### src/design/jac_pkg.sv
// shared widths, constants and rounding function for the jacobi eigen block
package jac_pkg;

  localparam int DATA_W  = 32;
  localparam int FRAC_W  = 20;
  localparam int MUL_W   = DATA_W + 1;
  localparam int PROD_W  = 2 * MUL_W;
  localparam int ACC_W   = PROD_W + 1;
  localparam int DEN_W   = DATA_W + 1;
  localparam int NUM_W   = DEN_W + FRAC_W;
  localparam int RAD_W   = 2 * DATA_W;
  localparam int ROOT_W  = DATA_W;
  localparam int TM_W    = FRAC_W + 1;
  localparam int ADDR_W  = 5;
  localparam int CNT_W   = 6;

  localparam logic [RAD_W-1:0] ONE_Q2 = RAD_W'(1) << (2 * FRAC_W);

  localparam logic signed [ACC_W-1:0] ROUND_HALF = ACC_W'(1) << (FRAC_W - 1);
  localparam logic signed [ACC_W-1:0] SAT_HI =
    {{(ACC_W - DATA_W + 1){1'b0}}, {(DATA_W - 1){1'b1}}};
  localparam logic signed [ACC_W-1:0] SAT_LO = ~SAT_HI;
  localparam logic signed [DATA_W-1:0] DMAX = {1'b0, {(DATA_W - 1){1'b1}}};
  localparam logic signed [DATA_W-1:0] DMIN = {1'b1, {(DATA_W - 1){1'b0}}};

  // configuration register indexes
  localparam logic CFG_TOL   = 1'b0;
  localparam logic CFG_MAXSW = 1'b1;

  // round to nearest with ties up, drop the fraction, saturate
  function automatic logic signed [DATA_W-1:0] round_sat(input logic signed [ACC_W-1:0] v);
    logic signed [ACC_W-1:0] q;
    q = (v + ROUND_HALF) >>> FRAC_W;
    if (q > SAT_HI) round_sat = DMAX;
    else if (q < SAT_LO) round_sat = DMIN;
    else round_sat = q[DATA_W-1:0];
  endfunction

endpackage

### src/design/jac_mul.sv
// registered signed multiplier shared by all products
module jac_mul (
  input  logic                              clk,
  input  logic signed [jac_pkg::MUL_W-1:0]  a,
  input  logic signed [jac_pkg::MUL_W-1:0]  b,
  output logic signed [jac_pkg::PROD_W-1:0] p_r
);

  always_ff @(posedge clk) begin
    p_r <= a * b;
  end

endmodule

### config.mk
export PLATFORM = sky130hd
export DESIGN_NAME = jac_mul
export DESIGN_NICKNAME = d
export VERILOG_FILES = /design/src/design/jac_pkg.sv /design/src/design/jac_mul.sv
export SDC_FILE = /design/constraint.sdc
export NUM_CORES = 2
export LEC_CHECK = 0
export BUFFER_PORTS_ARGS = -buffer_cell sky130_fd_sc_hd__buf_4
export CORE_MARGIN = 2
export CORE_UTILIZATION = 56
export CTS_CLUSTER_SIZE = 25
export DETAILED_ROUTE_END_ITERATION = 8
export PLACE_DENSITY_LB_ADDON = 0.15
export SYNTH_ARGS = -nofsm -noshare
export SYNTH_HDL_FRONTEND = slang
export SYNTH_SLANG_ARGS = --single-unit
export TNS_END_PERCENT = 50
### constraint.sdc
create_clock -name clk -period 10.65 [get_ports clk]
set_input_delay 1.5975 -clock clk [delete_from_list [all_inputs] [get_ports clk]]
set_output_delay 1.5975 -clock clk [all_outputs]
set_load 0.01 [all_outputs]
# == Word level (Yosys, flattened, before mapping) ==
# Cells that the tools add are included.
# totals
regBits,66
# classes
multipliers,1
# op_table
operator,count
33-bit by 33-bit multiplier with 66-bit output,1

# == Depth between registers and ports, before layout ==
# depth
ltp_word,1
depth_mapped,27
ltp_nobuf,26

# == Worst setup path before layout ==
# Ideal clock, no wire load.
# synth_path
kind,input -> register
start,in a[32] (netlist name)
end,reg p_r[62] (netlist name)
setup_ns,0.079
arrival_time_ns,8.755
required_time_ns,10.571
slack_ns,1.816
cell_stages,23
path_cell_list,clkbuf_1 -> nand2_1 -> inv_1 -> fa_1 -> fa_1 -> fa_1 -> fa_1 -> fa_1 -> fa_1 -> fa_1 -> inv_1 -> fa_1 -> inv_1 -> ha_1 -> clkbuf_1 -> and3_1 -> nand3_1 -> nand2b_1 -> a2111oi_4 -> a211oi_4 -> a21o_2 -> a21o_1 -> a211oi_2
# synth_via
elab_chain_len,1
# synth_rtl
element,line_no,rtl
from (decl),jac_mul.sv:4,"input logic signed [jac_pkg::MUL_W-1:0] a,"
33-bit by 33-bit multiplier with 66-bit output,jac_mul.sv:10,p_r <= a * b;
to (signal assigned),jac_mul.sv:10,
to (decl),jac_mul.sv:6,output logic signed [jac_pkg::PROD_W-1:0] p_r
# Every way passes these cells.

# == Worst setup path in the final report ==
# layout_path
start,in b[9] (netlist name)
end,reg p_r[64] (netlist name)
# layout_via
elab_chain_len,1
# layout_rtl
element,line_no,rtl
from (decl),jac_mul.sv:5,"input logic signed [jac_pkg::MUL_W-1:0] b,"
33-bit by 33-bit multiplier with 66-bit output,jac_mul.sv:10,
# Every way passes these cells.

==> flow_summary.toml <==
[outcome]
outcome = "finished clean"

[route]
antenna_left = 0
dr_total_vias = 28465
drtIter0Drc = 1361
first_pass_iters = 5
drt-total-wl_um = 109900
wire_per_inst_um = 21.06
drcViolationCount = 0
via_per_inst = 5.454

[layout]
largestRegisters = "p_r x66"
multi_input_area_mm2 = 0.03432
seqCellArea_mm2 = 0.001321
final_util_pct = 59.09
largest_reg_flops = 66
regMostFlops = "p_r"
nFillCells = 6413
area_growth_pct = 4.048
drive_gt1_share_pct = 4.382
layout.nets = 5691

[global_route]
grt_max_degree = 34
grtUsageTotal_pct = 31.02
antenna_found_initial = 3
grt_pass1_vias = 31459
grt_pass1_wl_um = 174800
grt_overflow = 0

[timing]
period_needed_ps = 9161
setup_viol = 0
drv_slew = 0
hold_ws_ps = 1675
hold_viol = 0
worst_pin_slew_ps = 1107
fmax_mhz = 109.2
relSlewSlack_pct = 25.95
fin_tns_setup_ps = 0
min_period_over_period_pct = 86.02
rsz0062_at_grt = "false"

[clock_tree]
path_clk_slew_ps = 70
hold_buffers = 0
cts_root_buf = "clkbuf_16"
ctsResizeCount = 0
cts_made_buffers = 9
clock-sinks = 66
cts_htree_levels = 3
tritoncts = "yes"
clockBufferDepth = 2
postCtsSetupBuffers = 0

[logic_synthesis]
synth_edf_count = 0
ys_top_cells_by_count = "fa_1, inv_1, and2_1"
ys_ff_latch = 66
ys_warn_count = 0
yosys.area.top_type = "fa_1"
seq_area_frac_synth_pct = 3.244
synthesis.nets = 5767
synthTopCellsByArea = "fa_1, inv_1, and2_1"
postSynthCellCount = 4338
yosysMostFrequentCell = "fa_1"
avgSynthCellArea_um2 = 9.390
syn_area_mm2 = 0.04073
synth_top_area_share_pct = 56.27
ys.flop_type = "dfxtp_1"
synth_cell_type_count = 80
ys_async_sr_fraction_pct = 0

[floorplanning]
die_area_mm2 = 0.07491
core_area_mm2 = 0.07173
die_x_um = 273.7
start_util_pct = 56.79
die_h_um = 273.7
io_pins = 133
num_rows = 98

[worst_setup_path]
critPathKind = "in2reg"
startpoint_type = "primary input"
worstPathArrival_ps = 9400
cp.required_ps = 10890
worstPathMaxFanout = 33
critPathCaptureType = "flop"

[place]
dp_hpwl_um = 88430
finalWeightedCongestion = 0.9110
portBuffers = 132

[hold_path]
hp-class = "in2reg"

[flow_run]
max_cap_viol_count = 0
==> cells by family (layout without fill, tap and decap cells) <==
group,count (synthesis),in the layout,synth area share (%)
compound gates,219,219,4.067
xor+xnor,68,68,1.462
fa+ha+maj,1362,1362,62.94
buf+inv,1352,1281,12.51
flops,66,66,3.244
other cells,0,2,0
simple gates,1271,1271,15.78
==> worst max-delay path: stages <==
cell and delay (ps):
buf_4 380, nand2_1 150, fa_1 560, inv_1 50
fa_1 650, inv_1 120, fa_1 540, inv_1 50
fa_1 490, fa_1 790, fa_1 500, fa_1 490
inv_1 50, fa_1 510, inv_1 50, ha_1 430
nand4_1 200, nor2_1 250, nand2_1 140, nor3_1 540
o311ai_4 280, nand3_2 190, a211oi_1 80, a311oi_1 300
==> layout make-up <==
class / count / share of cell area [%]
flip-flops and latches: 66 / 3.117
clock inverters: 7 / 0.1771
inverters: 1131 / 10.02
well taps: 950 / 2.805
diodes: 2 / 0.01181
multi-input cells: 2920 / 80.97
repair buffers: 134 / 2.373
clock buffers: 9 / 0.5314
==> final timing paths <==
| path | cells past startpoint | start | slack [ps] | endpoint |
|---|---|---|---|---|
| worst max-delay path | 24 | b[9] | 1490 | p_r[64]$_DFF_P_ |
| worst min-delay path | 2 | b[0] | 1680 | p_r[0]$_DFF_P_ |
==> metrics by stage <==
step,instance area [um^2],setup WS [ps],cells
6_report,42380,1489,5219
3_3_place_gp,42080,1232,5201
2_1_floorplan,40730,1816,4338
5_1_grt,42380,1109,5219
4_1_cts,42380,1552,5217
3_5_place_dp,42080,1212,5201
==> placed cells by master, fill, tap and decap left out, types with 36 or more instances in the layout <==
cell type / synthesis / routed
fa_1: 1145 / 1145
a21o_1: 36 / 36
and2_1: 562 / 562
nor2_1: 68 / 68
xnor2_1: 43 / 43
inv_1: 1131 / 1131
nand2_1: 551 / 551
buf_4: 0 / 134
a21oi_1: 57 / 57
dfxtp_1: 66 / 66
ha_1: 217 / 217
==> layer usage <==
metal | share of wire [%] | global-route usage, % | routed length (um)
met5 | 0.015 | 0 | 16
met4 | 6.9 | 17.72 | 7546
met3 | 4.7 | 3.254 | 5150
met2 | 52 | 54.00 | 56620
met1 | 37 | 37.64 | 40580
Power is left out: the tool's default activity adds up to more than one toggle a clock period on the data nets, which glitch-free logic cannot reach.
