`src/design/jac_pkg.sv`:
```
// shared widths, constants and rounding function for the jacobi eigen block
package jac_pkg;

  localparam int DATA_W  = 32;
  localparam int FRAC_W  = 20;
  localparam int MUL_W   = DATA_W + 1;
  localparam int PROD_W  = 2 * MUL_W;
  localparam int ACC_W   = PROD_W + 1;
  localparam int DEN_W   = DATA_W + 1;
  localparam int NUM_W   = DEN_W + FRAC_W;
  localparam int RAD_W   = 2 * DATA_W;
  localparam int ROOT_W  = DATA_W;
  localparam int TM_W    = FRAC_W + 1;
  localparam int ADDR_W  = 5;
  localparam int CNT_W   = 6;

  localparam logic [RAD_W-1:0] ONE_Q2 = RAD_W'(1) << (2 * FRAC_W);

  localparam logic signed [ACC_W-1:0] ROUND_HALF = ACC_W'(1) << (FRAC_W - 1);
  localparam logic signed [ACC_W-1:0] SAT_HI =
    {{(ACC_W - DATA_W + 1){1'b0}}, {(DATA_W - 1){1'b1}}};
  localparam logic signed [ACC_W-1:0] SAT_LO = ~SAT_HI;
  localparam logic signed [DATA_W-1:0] DMAX = {1'b0, {(DATA_W - 1){1'b1}}};
  localparam logic signed [DATA_W-1:0] DMIN = {1'b1, {(DATA_W - 1){1'b0}}};

  // configuration register indexes
  localparam logic CFG_TOL   = 1'b0;
  localparam logic CFG_MAXSW = 1'b1;

  // round to nearest with ties up, drop the fraction, saturate
  function automatic logic signed [DATA_W-1:0] round_sat(input logic signed [ACC_W-1:0] v);
    logic signed [ACC_W-1:0] q;
    q = (v + ROUND_HALF) >>> FRAC_W;
    if (q > SAT_HI) round_sat = DMAX;
    else if (q < SAT_LO) round_sat = DMIN;
    else round_sat = q[DATA_W-1:0];
  endfunction

endpackage

```
`src/design/jac_sqrt.sv`:
```
// digit-by-digit integer square root, one root bit per cycle
module jac_sqrt (
  input  logic                          clk,
  input  logic                          rst_n,
  input  logic                          start,
  input  logic [jac_pkg::RAD_W-1:0]     rad,
  output logic [jac_pkg::ROOT_W-1:0]    root_r,
  output logic                          done_r
);

  localparam int REM_W = jac_pkg::ROOT_W + 3;

  logic                        busy_r;
  logic [jac_pkg::CNT_W-1:0]   cnt_r;
  logic [REM_W-1:0]            rem_r;
  logic [REM_W-1:0]            rem_sh;
  logic [REM_W-1:0]            trial;
  logic [jac_pkg::RAD_W-1:0]   rad_r;
  logic                        ge;

  assign rem_sh = {rem_r[REM_W-3:0], rad_r[jac_pkg::RAD_W-1 -: 2]};
  assign trial  = {1'b0, root_r, 2'b01};
  assign ge     = rem_sh >= trial;

  always_ff @(posedge clk) begin
    if (!rst_n) begin
      busy_r <= 1'b0;
      done_r <= 1'b0;
      cnt_r  <= '0;
    end else begin
      done_r <= 1'b0;
      if (start) begin
        busy_r <= 1'b1;
        cnt_r  <= '0;
        rem_r  <= '0;
        root_r <= '0;
        rad_r  <= rad;
      end else if (busy_r) begin
        rem_r  <= ge ? rem_sh - trial : rem_sh;
        root_r <= {root_r[jac_pkg::ROOT_W-2:0], ge};
        rad_r  <= {rad_r[jac_pkg::RAD_W-3:0], 2'b00};
        cnt_r  <= cnt_r + 1'b1;
        if (cnt_r == jac_pkg::CNT_W'(jac_pkg::ROOT_W - 1)) begin
          busy_r <= 1'b0;
          done_r <= 1'b1;
        end
      end
    end
  end

endmodule

```
`config.mk`:
```
export PLATFORM = sky130hd
export DESIGN_NAME = jac_sqrt
export DESIGN_NICKNAME = d
export VERILOG_FILES = /design/src/design/jac_pkg.sv /design/src/design/jac_sqrt.sv
export SDC_FILE = /design/constraint.sdc
export NUM_CORES = 1
export LEC_CHECK = 0
export BUFFER_PORTS_ARGS = -buffer_cell sky130_fd_sc_hd__buf_4
export CAP_MARGIN = 25
export CORE_MARGIN = 5
export CORE_UTILIZATION = 53
export DETAILED_ROUTE_END_ITERATION = 8
export GPL_TIMING_DRIVEN = 1
export PLACE_DENSITY = 0.88
export SYNTH_ARGS = -nofsm -noshare
export SYNTH_HDL_FRONTEND = slang
export SYNTH_SLANG_ARGS = --single-unit
export TNS_END_PERCENT = 20
```
`constraint.sdc`:
```
create_clock -name clk -period 4.1 [get_ports clk]
set_input_delay 0.205 -clock clk [delete_from_list [all_inputs] [get_ports clk]]
set_output_delay 0.205 -clock clk [all_outputs]
set_load 0.02 [all_outputs]
```
After elaboration in Yosys (flattened, before gate mapping) --
Cells that the tools add are included.
Operators by class: bitwise operators 2, eq/ne operators 1, multiplexer cells 9, order comparisons 1, add/subtract/negate cells 2, reductions and logical operators 4
Operator list (count):
- 64-bit 2-to-1 mux | 2
- 33-bit 2-to-1 mux | 2
- 35-bit by 34-bit >= comparator with 1-bit output | 1
- 33-bit subtractor | 1
- 32-bit 2-to-1 mux | 1
- 6-bit by 1-bit adder with 6-bit output (second input constant) | 1
- 6-bit by 5-bit equality test with 1-bit output (second input constant) | 1
- 1-bit 2-to-1 mux | 4
- 3-bit OR reduction | 1
- 1-bit NOT | 2
- 2-bit AND reduction | 1
- 2-bit nonzero test | 1
- 2-bit OR reduction | 1
Storage, ports and cells: logic and storage cells 25, flip-flop bits (word level) 137, output and inout port bits 33

Longest topological paths before layout --
depth in word-level cells 4, mapped depth 13, mapped depth without buffers 11

Worst setup path before layout --
OpenSTA, ideal clock, no wires.
kind input port to flip-flop, from input port start, to register rad_r[0] (netlist name) (enable), stages on the path 3, setup time 0.500 ns, arrival time 3.744 ns, buffers on the path 2, path slack -0.144 ns, required time 3.600 ns, cells stage by stage clkbuf_1 > clkbuf_1 > o21a_1
Between the ends: cells in the longest elaborated chain, start to end 2
RTL lines:
- start: declaration | RTL line jac_sqrt.sv:5 | input logic start,
- 2-bit nonzero test (no source line)
- 2-bit AND reduction (no source line)
- end signal: assignment | RTL line jac_sqrt.sv:37 | rad_r <= rad;
- end signal: assignment | RTL line jac_sqrt.sv:41 | rad_r <= {rad_r[jac_pkg::RAD_W-3:0], 2'b00};
- end: declaration | RTL line jac_sqrt.sv:18 | logic [jac_pkg::RAD_W-1:0] rad_r;
No other way between the ends. A chain may end at the register's enable or synchronous reset.

Worst setup path in the final report --
from register root_r[0] (netlist name), to register rem_r[5] (data pin)
Between the ends: cells in the longest elaborated chain, start to end 3
RTL lines:
- start: declaration | RTL line jac_sqrt.sv:7 | output logic [jac_pkg::ROOT_W-1:0] root_r,
- start signal: assignment | RTL line jac_sqrt.sv:40 | root_r <= {root_r[jac_pkg::ROOT_W-2:0], ge};
- 33-bit subtractor or 35-bit by 34-bit >= comparator with 1-bit output (tied branches) | RTL line jac_sqrt.sv:39, jac_sqrt.sv:23
- 33-bit 2-to-1 mux (*) | RTL line jac_sqrt.sv:39 | rem_r <= ge ? rem_sh - trial : rem_sh;
- 33-bit 2-to-1 mux (*) | RTL line jac_sqrt.sv:38 | end else if (busy_r) begin
- end signal: assignment | RTL line jac_sqrt.sv:39
- end: declaration | RTL line jac_sqrt.sv:15 | logic [REM_W-1:0] rem_r;
Mark *: on every way between the ends. The rest lies on a longest branch, timed or not. The select of a mux whose other input is x is not followed.

==> impl_metrics.py <==
metrics = {
    "outcome": {
        "outcome": "complete, no violations",
    },
    "clocking": {
        "insertion_delay_ps": 420,
        "numCtsBuffers": 17,
        "clock_path_buffers": 2,
        "cts_max_level": 4,
        "clkTransAtPathRegs_ps": 60,
        "cts_num_sinks": 137,
        "ctsHoldBuffers": 0,
        "root_buffer": "clkbuf_16",
        "cts_tree": "done",
        "post_cts_buffers": 0,
        "cts-resized-gates": 0,
    },
    "yosys": {
        "ys_seq_area_frac": 0.540,
        "ys_ff_latch": 137,
        "synth_edf_count": 129,
        "synth_ff_type": "edfxtp_1",
        "yosysWarnings": 0,
        "syn_inst": 669,
        "synth_area_mm2": 0.00748,
        "yosysUniqueCellTypes": 60,
        "async_reset_ff_frac": 0,
        "syn_avg_cell_area_um2": 11.2,
        "synth_fp_nets": 771,
    },
    "global_route": {
        "grt_pass1_wl_mm": 26.1,
        "antenna_found_initial": 0,
        "grt_max_degree": 65,
        "globalRouteTotalUtil": 0.200,
        "grt_pass1_vias": 5469,
        "gr-total-overflow": 0,
    },
    "setup_path": {
        "crit_required_ps": 4340,
        "end_kind": "flip-flop",
        "worstSetupStartpointType": "flip-flop",
        "arrival_ps": 3370,
        "critPathMaxFanout": 20,
        "ff2ff_setup_slack_ps": 960,
        "crit_type": "reg2reg",
    },
    "route": {
        "routed_wl_mm": 16.0,
        "dr.pass1.iters": 5,
        "via_per_inst": 5.66,
        "drc": 0,
        "ant_nets": 0,
        "wl_per_cell_um": 16.6,
        "num_vias": 5435,
        "drt_first_iter_violations": 359,
    },
    "sta": {
        "setup_violations": 0,
        "max_slew.worst_pin.slew_ps": 718,
        "hold_viol_final": 0,
        "fin_setup_tns_ps": 0,
        "fmax_mhz": 319,
        "min_period_over_period": 0.765,
        "skew_ps": 8.22,
        "slew_headroom": 0.521,
        "slew_violations": 0,
        "rsz0062_at_grt": "no",
        "period_minus_slack_ps": 3140,
    },
    "power_and_ir_drop": {
        "power_frac_seq": 0.417,
        "p_int_mw": 3.00,
        "peakVddDrop_mv": 0.362,
        "pwr-share-comb": 0.199,
        "swShare": 0.270,
        "p_leak_nw": 3.57,
        "pwr_density_cell_mw_per_mm2": 457,
        "p_switching_mw": 1.11,
        "clockPowerShare": 0.384,
    },
    "final_layout": {
        "nets": 869,
        "final-instance-count-excl-fill": 960,
        "fillers": 1098,
        "final_common_cell": "edfxtp_1",
        "num_antenna_cells": 0,
        "drive_above_1_share": 0.265,
        "utilization": 0.648,
        "mostFrequentLayoutCells": "edfxtp_1 (129), buf_4 (105), nand2_1 (67), nor2_1 (67), mux2_2 (62)",
        "synthToLayoutAreaGrowth_pct": 20.3,
    },
    "die": {
        "die_h_um": 129,
        "chipWidth_um": 129,
        "die_area_mm2": 0.0166,
        "core_mm2": 0.0139,
        "initial_core_util": 0.539,
        "core.rowCount": 43,
        "ios": 100,
    },
    "placed_design": {
        "dp.cells": 928,
        "gp_congestion": 0.921,
        "dp.final_hpwl_mm": 11.4,
        "portBuffers": 99,
    },
    "worst_hold_path": {
        "hold_class": "in2reg",
    },
    "run": {
        "drv_cap": 0,
    },
}
==> cell families (layout without fill, tap and decap cells) <==
family | Yosys count | count (layout) | share of synthesized area
AND/OR/NAND/NOR | 194 | 194 | 0.116
AO/OA/AOI/OAI | 143 | 143 | 0.122
flip-flops | 137 | 137 | 0.540
buffers and inverters | 69 | 180 | 0.0363
multiplexers | 65 | 65 | 0.0974
adder cells (fa/ha/maj) | 35 | 35 | 0.0586
XOR/XNOR | 26 | 26 | 0.0305
==> Yosys cell counts, drive strengths merged (6+ instances only) <==
cell type    n  area share
nand3       19       0.013
nor3         7      0.0047
dfxtp        8       0.021
a21o         7      0.0070
nand2       67       0.034
a21oi       56       0.037
xnor2       20       0.023
inv         43       0.022
edfxtp     129        0.52
a211oi       9      0.0090
clkbuf      21       0.011
xor2         6      0.0070
nand4        7      0.0067
o21a         6      0.0062
o21ai       22       0.015
nor2        67       0.034
ha          35       0.059
mux2        62       0.093
o21bai       6      0.0060
==> area by class of cell <==
type	count	area (um2)	share of cell area
inverters	43	161	0.0179
flip-flops and latches	137	4030	0.448
well taps	180	225	0.0250
multi-input cells	463	3180	0.353
clock buffers	19	443	0.0492
repair buffers	105	788	0.0876
clock inverters	13	166	0.0185
==> routing by layer <==
layer  track usage  vias to the layer above  part of all wire
li1              -                     2668                 -
met1         0.235                     2566              0.41
met2         0.327                      175              0.48
met3        0.0888                       26             0.090
met4        0.0704                        0             0.020
met5             0                        -                 0
==> worst max-delay path, stage by stage (launching register included) <==
cell and delay [ps]:
edfxtp_1 380, inv_1 90, ha_1 330, o21ai_1 100, a22oi_1 370, nor2_1 130
o211ai_2 230, nand4_2 180, nand2_1 500, buf_4 350, nor2_1 60, a211oi_1 220
==> power groups by stage <==
stage	logic (mW)	registers [mW]	clock network, mW
2_1_floorplan	0.580	1.75	0
3_3_place_gp	0.796	1.73	0
3_5_place_dp	0.813	1.74	0
4_1_cts	0.818	1.71	1.60
5_1_grt	0.906	1.72	1.68
6_report	0.818	1.71	1.58
==> stage by stage <==
step / power [mW] / hold WS [ps] / worst slack, ps / cell area (um2)
2_1_floorplan: 2.33 / 393 / 1180 / 7480
3_3_place_gp: 2.53 / 471 / 1070 / 8390
3_5_place_dp: 2.55 / 487 / 1020 / 8390
4_1_cts: 4.13 / 47.0 / 980 / 9000
5_1_grt: 4.30 / 39.5 / 714 / 9000
6_report: 4.11 / 79.6 / 963 / 9000
==> final timing paths <==
kind	from	depth (start not counted)	end
max	root_r[0]$_SDFFCE_PP0P_	11	rem_r[5]$_SDFFCE_PP0P_
min	rad[1]	2	rad_r[1]$_SDFFCE_PN0P_
max reg2reg	root_r[0]$_SDFFCE_PP0P_	11	rem_r[5]$_SDFFCE_PP0P_
min reg2reg	cnt_r[5]$_SDFFE_PP0P_	2	cnt_r[5]$_SDFFE_PP0P_
==> state kept, by name, summed over array words and instances, names as in the netlist <==
signal  count
busy_r      1
cnt_r       6
done_r      1
rad_r      64
rem_r      33
root_r     32
Note: power is estimated with default switching activity, not from simulation.
