### src/design/jac_pkg.sv
// shared widths, constants and rounding function for the jacobi eigen block
package jac_pkg;

  localparam int DATA_W  = 32;
  localparam int FRAC_W  = 20;
  localparam int MUL_W   = DATA_W + 1;
  localparam int PROD_W  = 2 * MUL_W;
  localparam int ACC_W   = PROD_W + 1;
  localparam int DEN_W   = DATA_W + 1;
  localparam int NUM_W   = DEN_W + FRAC_W;
  localparam int RAD_W   = 2 * DATA_W;
  localparam int ROOT_W  = DATA_W;
  localparam int TM_W    = FRAC_W + 1;
  localparam int ADDR_W  = 5;
  localparam int CNT_W   = 6;

  localparam logic [RAD_W-1:0] ONE_Q2 = RAD_W'(1) << (2 * FRAC_W);

  localparam logic signed [ACC_W-1:0] ROUND_HALF = ACC_W'(1) << (FRAC_W - 1);
  localparam logic signed [ACC_W-1:0] SAT_HI =
    {{(ACC_W - DATA_W + 1){1'b0}}, {(DATA_W - 1){1'b1}}};
  localparam logic signed [ACC_W-1:0] SAT_LO = ~SAT_HI;
  localparam logic signed [DATA_W-1:0] DMAX = {1'b0, {(DATA_W - 1){1'b1}}};
  localparam logic signed [DATA_W-1:0] DMIN = {1'b1, {(DATA_W - 1){1'b0}}};

  // configuration register indexes
  localparam logic CFG_TOL   = 1'b0;
  localparam logic CFG_MAXSW = 1'b1;

  // round to nearest with ties up, drop the fraction, saturate
  function automatic logic signed [DATA_W-1:0] round_sat(input logic signed [ACC_W-1:0] v);
    logic signed [ACC_W-1:0] q;
    q = (v + ROUND_HALF) >>> FRAC_W;
    if (q > SAT_HI) round_sat = DMAX;
    else if (q < SAT_LO) round_sat = DMIN;
    else round_sat = q[DATA_W-1:0];
  endfunction

endpackage

### src/design/jac_div.sv
// restoring divider, one quotient bit per cycle
module jac_div (
  input  logic                            clk,
  input  logic                            rst_n,
  input  logic                            start,
  input  logic [jac_pkg::NUM_W-1:0]       num,
  input  logic [jac_pkg::DEN_W-1:0]       den,
  output logic [jac_pkg::NUM_W-1:0]       quo,
  output logic                            done_r
);

  logic                        busy_r;
  logic [jac_pkg::CNT_W-1:0]   cnt_r;
  logic [jac_pkg::DEN_W:0]     rem_r;
  logic [jac_pkg::DEN_W:0]     rem_sh;
  logic [jac_pkg::DEN_W:0]     rem_nxt;
  logic [jac_pkg::NUM_W-1:0]   qs_r;
  logic [jac_pkg::DEN_W-1:0]   den_r;
  logic                        ge;

  assign rem_sh  = {rem_r[jac_pkg::DEN_W-1:0], qs_r[jac_pkg::NUM_W-1]};
  assign ge      = rem_sh >= {1'b0, den_r};
  assign rem_nxt = ge ? rem_sh - {1'b0, den_r} : rem_sh;
  assign quo     = qs_r;

  always_ff @(posedge clk) begin
    if (!rst_n) begin
      busy_r <= 1'b0;
      done_r <= 1'b0;
      cnt_r  <= '0;
    end else begin
      done_r <= 1'b0;
      if (start) begin
        busy_r <= 1'b1;
        cnt_r  <= '0;
        rem_r  <= '0;
        qs_r   <= num;
        den_r  <= den;
      end else if (busy_r) begin
        rem_r <= rem_nxt;
        qs_r  <= {qs_r[jac_pkg::NUM_W-2:0], ge};
        cnt_r <= cnt_r + 1'b1;
        if (cnt_r == jac_pkg::CNT_W'(jac_pkg::NUM_W - 1)) begin
          busy_r <= 1'b0;
          done_r <= 1'b1;
        end
      end
    end
  end

endmodule

### config.mk
export PLATFORM = sky130hd
export DESIGN_NAME = jac_div
export DESIGN_NICKNAME = d
export VERILOG_FILES = /design/src/design/jac_pkg.sv /design/src/design/jac_div.sv
export SDC_FILE = /design/constraint.sdc
export NUM_CORES = 1
export LEC_CHECK = 0
export ABC_AREA = 0
export BUFFER_PORTS_ARGS = -buffer_cell sky130_fd_sc_hd__buf_2
export CORE_AREA = 2 2 119 121
export CTS_CLUSTER_DIAMETER = 150
export DETAILED_ROUTE_END_ITERATION = 8
export DIE_AREA = 0 0 121 123
export GPL_TIMING_DRIVEN = 0
export PLACE_DENSITY = 0.77
export SYNTH_ARGS = -nofsm -noshare
export SYNTH_HDL_FRONTEND = slang
export SYNTH_SLANG_ARGS = --single-unit
export TNS_END_PERCENT = 10
### constraint.sdc
create_clock -name clk -period 4.4 [get_ports clk]
set_clock_uncertainty 0.15 [all_clocks]
set_input_delay 0.22 -clock clk [delete_from_list [all_inputs] [get_ports clk]]
set_output_delay 0.22 -clock clk [all_outputs]
set_load 0.005 [all_outputs]
Word-level counts from Yosys, hierarchy flattened
Index checks and enable logic that the tools add are counted.
{"block": "word_totals", "latchBits": 0, "mem_bits_ro": 0, "ram_bits": 0, "n_memories": 0, "word_cells": 25, "regBits": 127}
{"block": "classes", "n_shift": 0, "n_mul": 0, "n_div": 0, "n_eq_ne": 1, "muxes": 8, "n_lt_le_gt_ge": 1, "n_bitwise": 2, "n_reduce_logical": 5, "add_sub_neg": 2}
{"cell": "53-bit 2-to-1 mux", "n": 2}
{"cell": "33-bit 2-to-1 mux", "n": 2}
{"cell": "34-bit by 33-bit >= comparator with 1-bit output", "n": 1}
{"cell": "33-bit subtractor", "n": 1}
{"cell": "6-bit by 1-bit adder with 6-bit output, second input constant", "n": 1}
{"cell": "6-bit == test, second input constant", "n": 1}
{"cell": "1-bit 2-to-1 mux", "n": 4}
{"cell": "2-bit AND reduction", "n": 2}
{"cell": "3-bit OR reduction", "n": 1}
{"cell": "1-bit NOT", "n": 2}
{"cell": "2-bit nonzero test", "n": 1}
{"cell": "2-bit OR reduction", "n": 1}

Depth between registers and ports, before layout
{"block": "depth", "ltp_word": 4, "mapped_depth": 14, "ltp_nobuf": 12}

Worst setup path after synthesis
No wires, ideal clock.
{"block": "synth_path", "path_kind": "input-to-reg", "from": "in start", "to": "reg qs_r, in the netlist quo[0] (enable)", "required_ns": 3.798, "setup_slack_ns": 1.065, "n_path_buf": 2, "setup_time_ns": 0.452, "t_arrival_ns": 2.734, "cell_stages": 3, "path_cell_list": "clkbuf_1 clkbuf_1 o21a_1"}
{"block": "synth_between", "elab_chain_cells": 2}
{"element": "from (decl)", "line_no": "jac_div.sv:5", "rtl": "input logic start,"}
{"element": "2-bit nonzero test (no source line)"}
{"element": "2-bit AND reduction (no source line)"}
{"element": "to (signal assigned)", "line_no": "jac_div.sv:37", "rtl": "qs_r <= num;"}
{"element": "to (signal assigned)", "line_no": "jac_div.sv:41", "rtl": "qs_r <= {qs_r[jac_pkg::NUM_W-2:0], ge};"}
{"element": "to (decl)", "line_no": "jac_div.sv:17", "rtl": "logic [jac_pkg::NUM_W-1:0] qs_r;"}
Every way passes these cells.
A chain may end at the register's enable or synchronous reset.

Worst setup path in the final report
{"block": "layout_path", "from": "reg qs_r, in the netlist quo[52]", "to": "reg rem_r[20] in the netlist's numbering (data pin)"}
{"block": "layout_between", "elab_chain_cells": 3, "word_cells_on_any_way": 4, "classes_between": "add/sub (1); order compare (1); mux (2)"}
{"element": "33-bit subtractor / 34-bit by 33-bit >= comparator with 1-bit output (equally long branches)", "line_no": "jac_div.sv:23, jac_div.sv:22"}
{"element": "33-bit 2-to-1 mux *", "line_no": "jac_div.sv:23", "rtl": "assign rem_nxt = ge ? rem_sh - {1'b0, den_r} : rem_sh;"}
{"element": "33-bit 2-to-1 mux *", "line_no": "jac_div.sv:39", "rtl": "end else if (busy_r) begin"}
{"element": "to (signal assigned)", "line_no": "jac_div.sv:40", "rtl": "rem_r <= rem_nxt;"}
{"element": "to (decl)", "line_no": "jac_div.sv:14", "rtl": "logic [jac_pkg::DEN_W:0] rem_r;"}
Mark *: on every way between the ends. The rest lies on a longest branch, timed or not. The select of a mux whose other input is x is not followed.

==> flow_metrics.py <==
metrics = {
    "status": {
        "status": "finished clean",
    },
    "timing": {
        "tightest_slew_ps": 751,
        "setup_viol": 0,
        "min_period_ps": 3750,
        "hold_viol": 0,
        "slew_viol_final": 0,
        "max_clock_freq_mhz": 267,
        "min_period_over_period": 0.853,
        "rsz0062_at_grt": "false",
        "slew-limit-headroom": 0.499,
    },
    "cells_and_area": {
        "drive_above_1_share": 0.277,
        "final_cells": 1067,
        "finish.utilization": 0.708,
        "diodes": 0,
        "final_nets": 1000,
        "final_area_mm2": 0.00964,
        "final_common_cell": "buf_2",
        "area_delta_synth_final_pct": 33.3,
        "mostFrequentLayoutCells": "buf_2, edfxtp_1, dlygate4sd3_1, inv_1, mux2_2",
    },
    "floorplan": {
        "rows": 43,
        "dieArea_mm2": 0.0149,
        "initial_core_util": 0.531,
        "pin_count": 143,
        "die_h_um": 123,
        "die_w_um": 121,
        "core_mm2": 0.0136,
    },
    "yosys": {
        "synth_compound_area_frac": 0.125,
        "ys_warn_count": 0,
        "ys_seq_area_frac": 0.517,
        "synth_top_family_by_area": "compound AO/OA/AOI/OAI gates",
        "ys_seq_elements": 127,
        "synth_xor_xnor_area_share": 0.0339,
        "synth-edff-count": 119,
        "synth_area_leaders": "edfxtp_1, mux2_2, ha_1, inv_1, mux2i_1",
        "synth_fa_ha_area_frac": 0.0634,
        "synth_top_area_share": 0.494,
        "syn_nets": 751,
        "synthesis.area_mm2": 0.00723,
        "synth_top_area_cell": "edfxtp_1",
        "synthSimpleGateAreaFrac": 0.0963,
        "ys.flop_type": "edfxtp_1",
        "syn_inst": 626,
        "syn_avg_cell_area_um2": 11.5,
        "synth_cell_type_count": 63,
        "muxShareOfSynthArea": 0.114,
        "synth-async-reset-ratio": 0,
    },
    "setup_path": {
        "worstPathArrival_ps": 3770,
        "cp_top_family": "compound AO/OA/AOI/OAI gates",
        "regToRegEndpoint": "rem_r[20]",
        "cp_cell_sequence": "inv_1 > ha_1 > inv_1 > fa_1 > a21oi_1 > o211ai_1 > nand3_1 > a21oi_1 > or3_1 > a2111o_1 > buf_6 > buf_6 > mux2i_1 > nor2_1",
        "crit_path_end_kind": "register",
        "r2r-start": "quo[52]",
        "r2r_cells": 14,
        "crit_required_ps": 4420,
        "path_buf_inv": 4,
        "path_max_fanout": 10,
        "reg2reg_slack_ps": 650,
        "slowest_delay_ps": 450,
        "startpoint_type": "register",
        "crit_type": "reg -> reg",
        "cpMaxStageDelayCell": "edfxtp_1",
    },
    "route": {
        "vias_per_cell": 5.68,
        "initialDrtViolationCount": 444,
        "via_count": 6057,
        "firstDrtPassIters": 5,
        "drt-total-wl_um": 19600,
        "wl_per_cell_um": 18.4,
        "drc": 0,
        "antenna_left": 0,
    },
    "hold_path": {
        "hold-path-cell-count": 2,
        "worstHoldStart": "den[23]",
        "min_path_type": "in -> reg",
        "holdPathEnd": "den_r[23]",
    },
    "clock_tree": {
        "clk_pin_slew_ps": 60,
        "cts_sinks": 127,
        "tritoncts": "done",
        "cts_buffers": 17,
        "insertion_delay_ps": 430,
        "htree_levels": 4,
        "clockRootBuffer": "clkbuf_16",
        "clk_path_buf_depth": 2,
    },
    "global_routing": {
        "grt_pass1_wl_um": 30600,
        "antenna_found_initial": 0,
        "grt_max_degree": 55,
        "grt_busiest_layer": "met2",
        "grtUsageTotal": 0.270,
        "met2_usage": 0.449,
        "grt_pass1_vias": 6107,
        "gr-usage-met3": 0.0655,
        "use_met1": 0.326,
        "overflow": 0,
    },
    "pwr": {
        "vdd_drop_max_uv": 326,
        "powerDensity_mw_per_mm2": 390,
        "p_leak_nw": 4.05,
        "p_total_mw": 3.76,
    },
    "placement": {
        "dp_hpwl_um": 12600,
        "place_congestion": 0.917,
        "portBuffers": 141,
        "post_dp_cell_area_mm2": 0.00819,
        "place_inst": 948,
    },
    "run": {
        "max_cap_violations": 0,
    },
}
-- what timing repair did --
action / in CTS / in global routing
endpoints found under the hold margin: 88 / 0
buffers inserted: 0 / 0
hold buffers: 87 / 0
gates resized for setup: 0 / 0
-- per-layer routing --
| layer | routed length (µm) | vias to the layer above |
|---|---|---|
| met5 | 0 | - |
| met4 | 651 | 0 |
| met3 | 1430 | 52 |
| met2 | 9580 | 290 |
| met1 | 7960 | 2901 |
| li1 | - | 2814 |
-- power by group --
group / switching (mW) / total [mW] / leakage (nW) / internal (mW)
clock network: 0.555 / 1.33 / 0.252 / 0.773
logic: 0.506 / 0.939 / 2.59 / 0.433
registers: 0.0488 / 1.49 / 1.20 / 1.44
-- synthesized netlist by cell type (6+ instances only) --
master      n
ha_1       35
mux2_2     52
nand4_1    10
dfxtp_1     8
inv_1      56
o211ai_1    6
edfxtp_1  119
o21ai_0    18
a211oi_2    6
a21oi_1    41
nor2_1     49
a31oi_1     6
xnor2_1    20
buf_6       6
clkbuf_1   16
and3_1      7
mux2i_1    21
a21o_1     13
nand3_1    10
o21bai_1   10
xor2_1      8
nand2_1    31
-- through the flow --
| step | setup WS [ps] | setup TNS, ps | hold WS (ps) |
|---|---|---|---|
| global route | 465 | 0 | 351 |
| CTS | 711 | 0 | 340 |
| detailed placement | 728 | 0 | 248 |
| global placement | -52.0 | -4160 | 246 |
| floorplan | 1060 | 0 | 169 |
| finish | 649 | 0 | 344 |
-- state kept, by name (all words and copies together) (netlist names) --
register / flops
cnt_r: 6
busy_r: 1
den_r: 33
quo: 53
done_r: 1
rem_r: 33
-- layout make-up --
| class | count | area (µm²) |
|---|---|---|
| Fill cell | 897 | 3980 |
| Sequential cell | 127 | 3730 |
| Multi-Input combinational cell | 414 | 3130 |
| Timing Repair Buffer | 230 | 1630 |
| Clock buffer | 18 | 429 |
| Tap cell | 180 | 225 |
| Inverter | 56 | 210 |
| Buffer | 29 | 156 |
| Clock inverter | 13 | 115 |
-- worst max-delay path by stage --
stage                 start        end  slack (ps)  cells past startpoint
finish              quo[52]  rem_r[20]         650                     14
global route        quo[52]  rem_r[20]         470                     14
CTS                 quo[52]  rem_r[20]         710                     14
detailed placement  quo[52]  rem_r[20]         730                     14
global placement      start    quo[42]         -50                      3
floorplan             start     quo[0]        1060                      3
-- kinds of logic after synthesis --
family | count (synthesis)
compound gates | 133
simple gates | 142
fa+ha+maj | 36
buf+inv | 85
mux | 75
flops | 127
xor+xnor | 28
No activity file was read; power rests on OpenSTA's default activity.
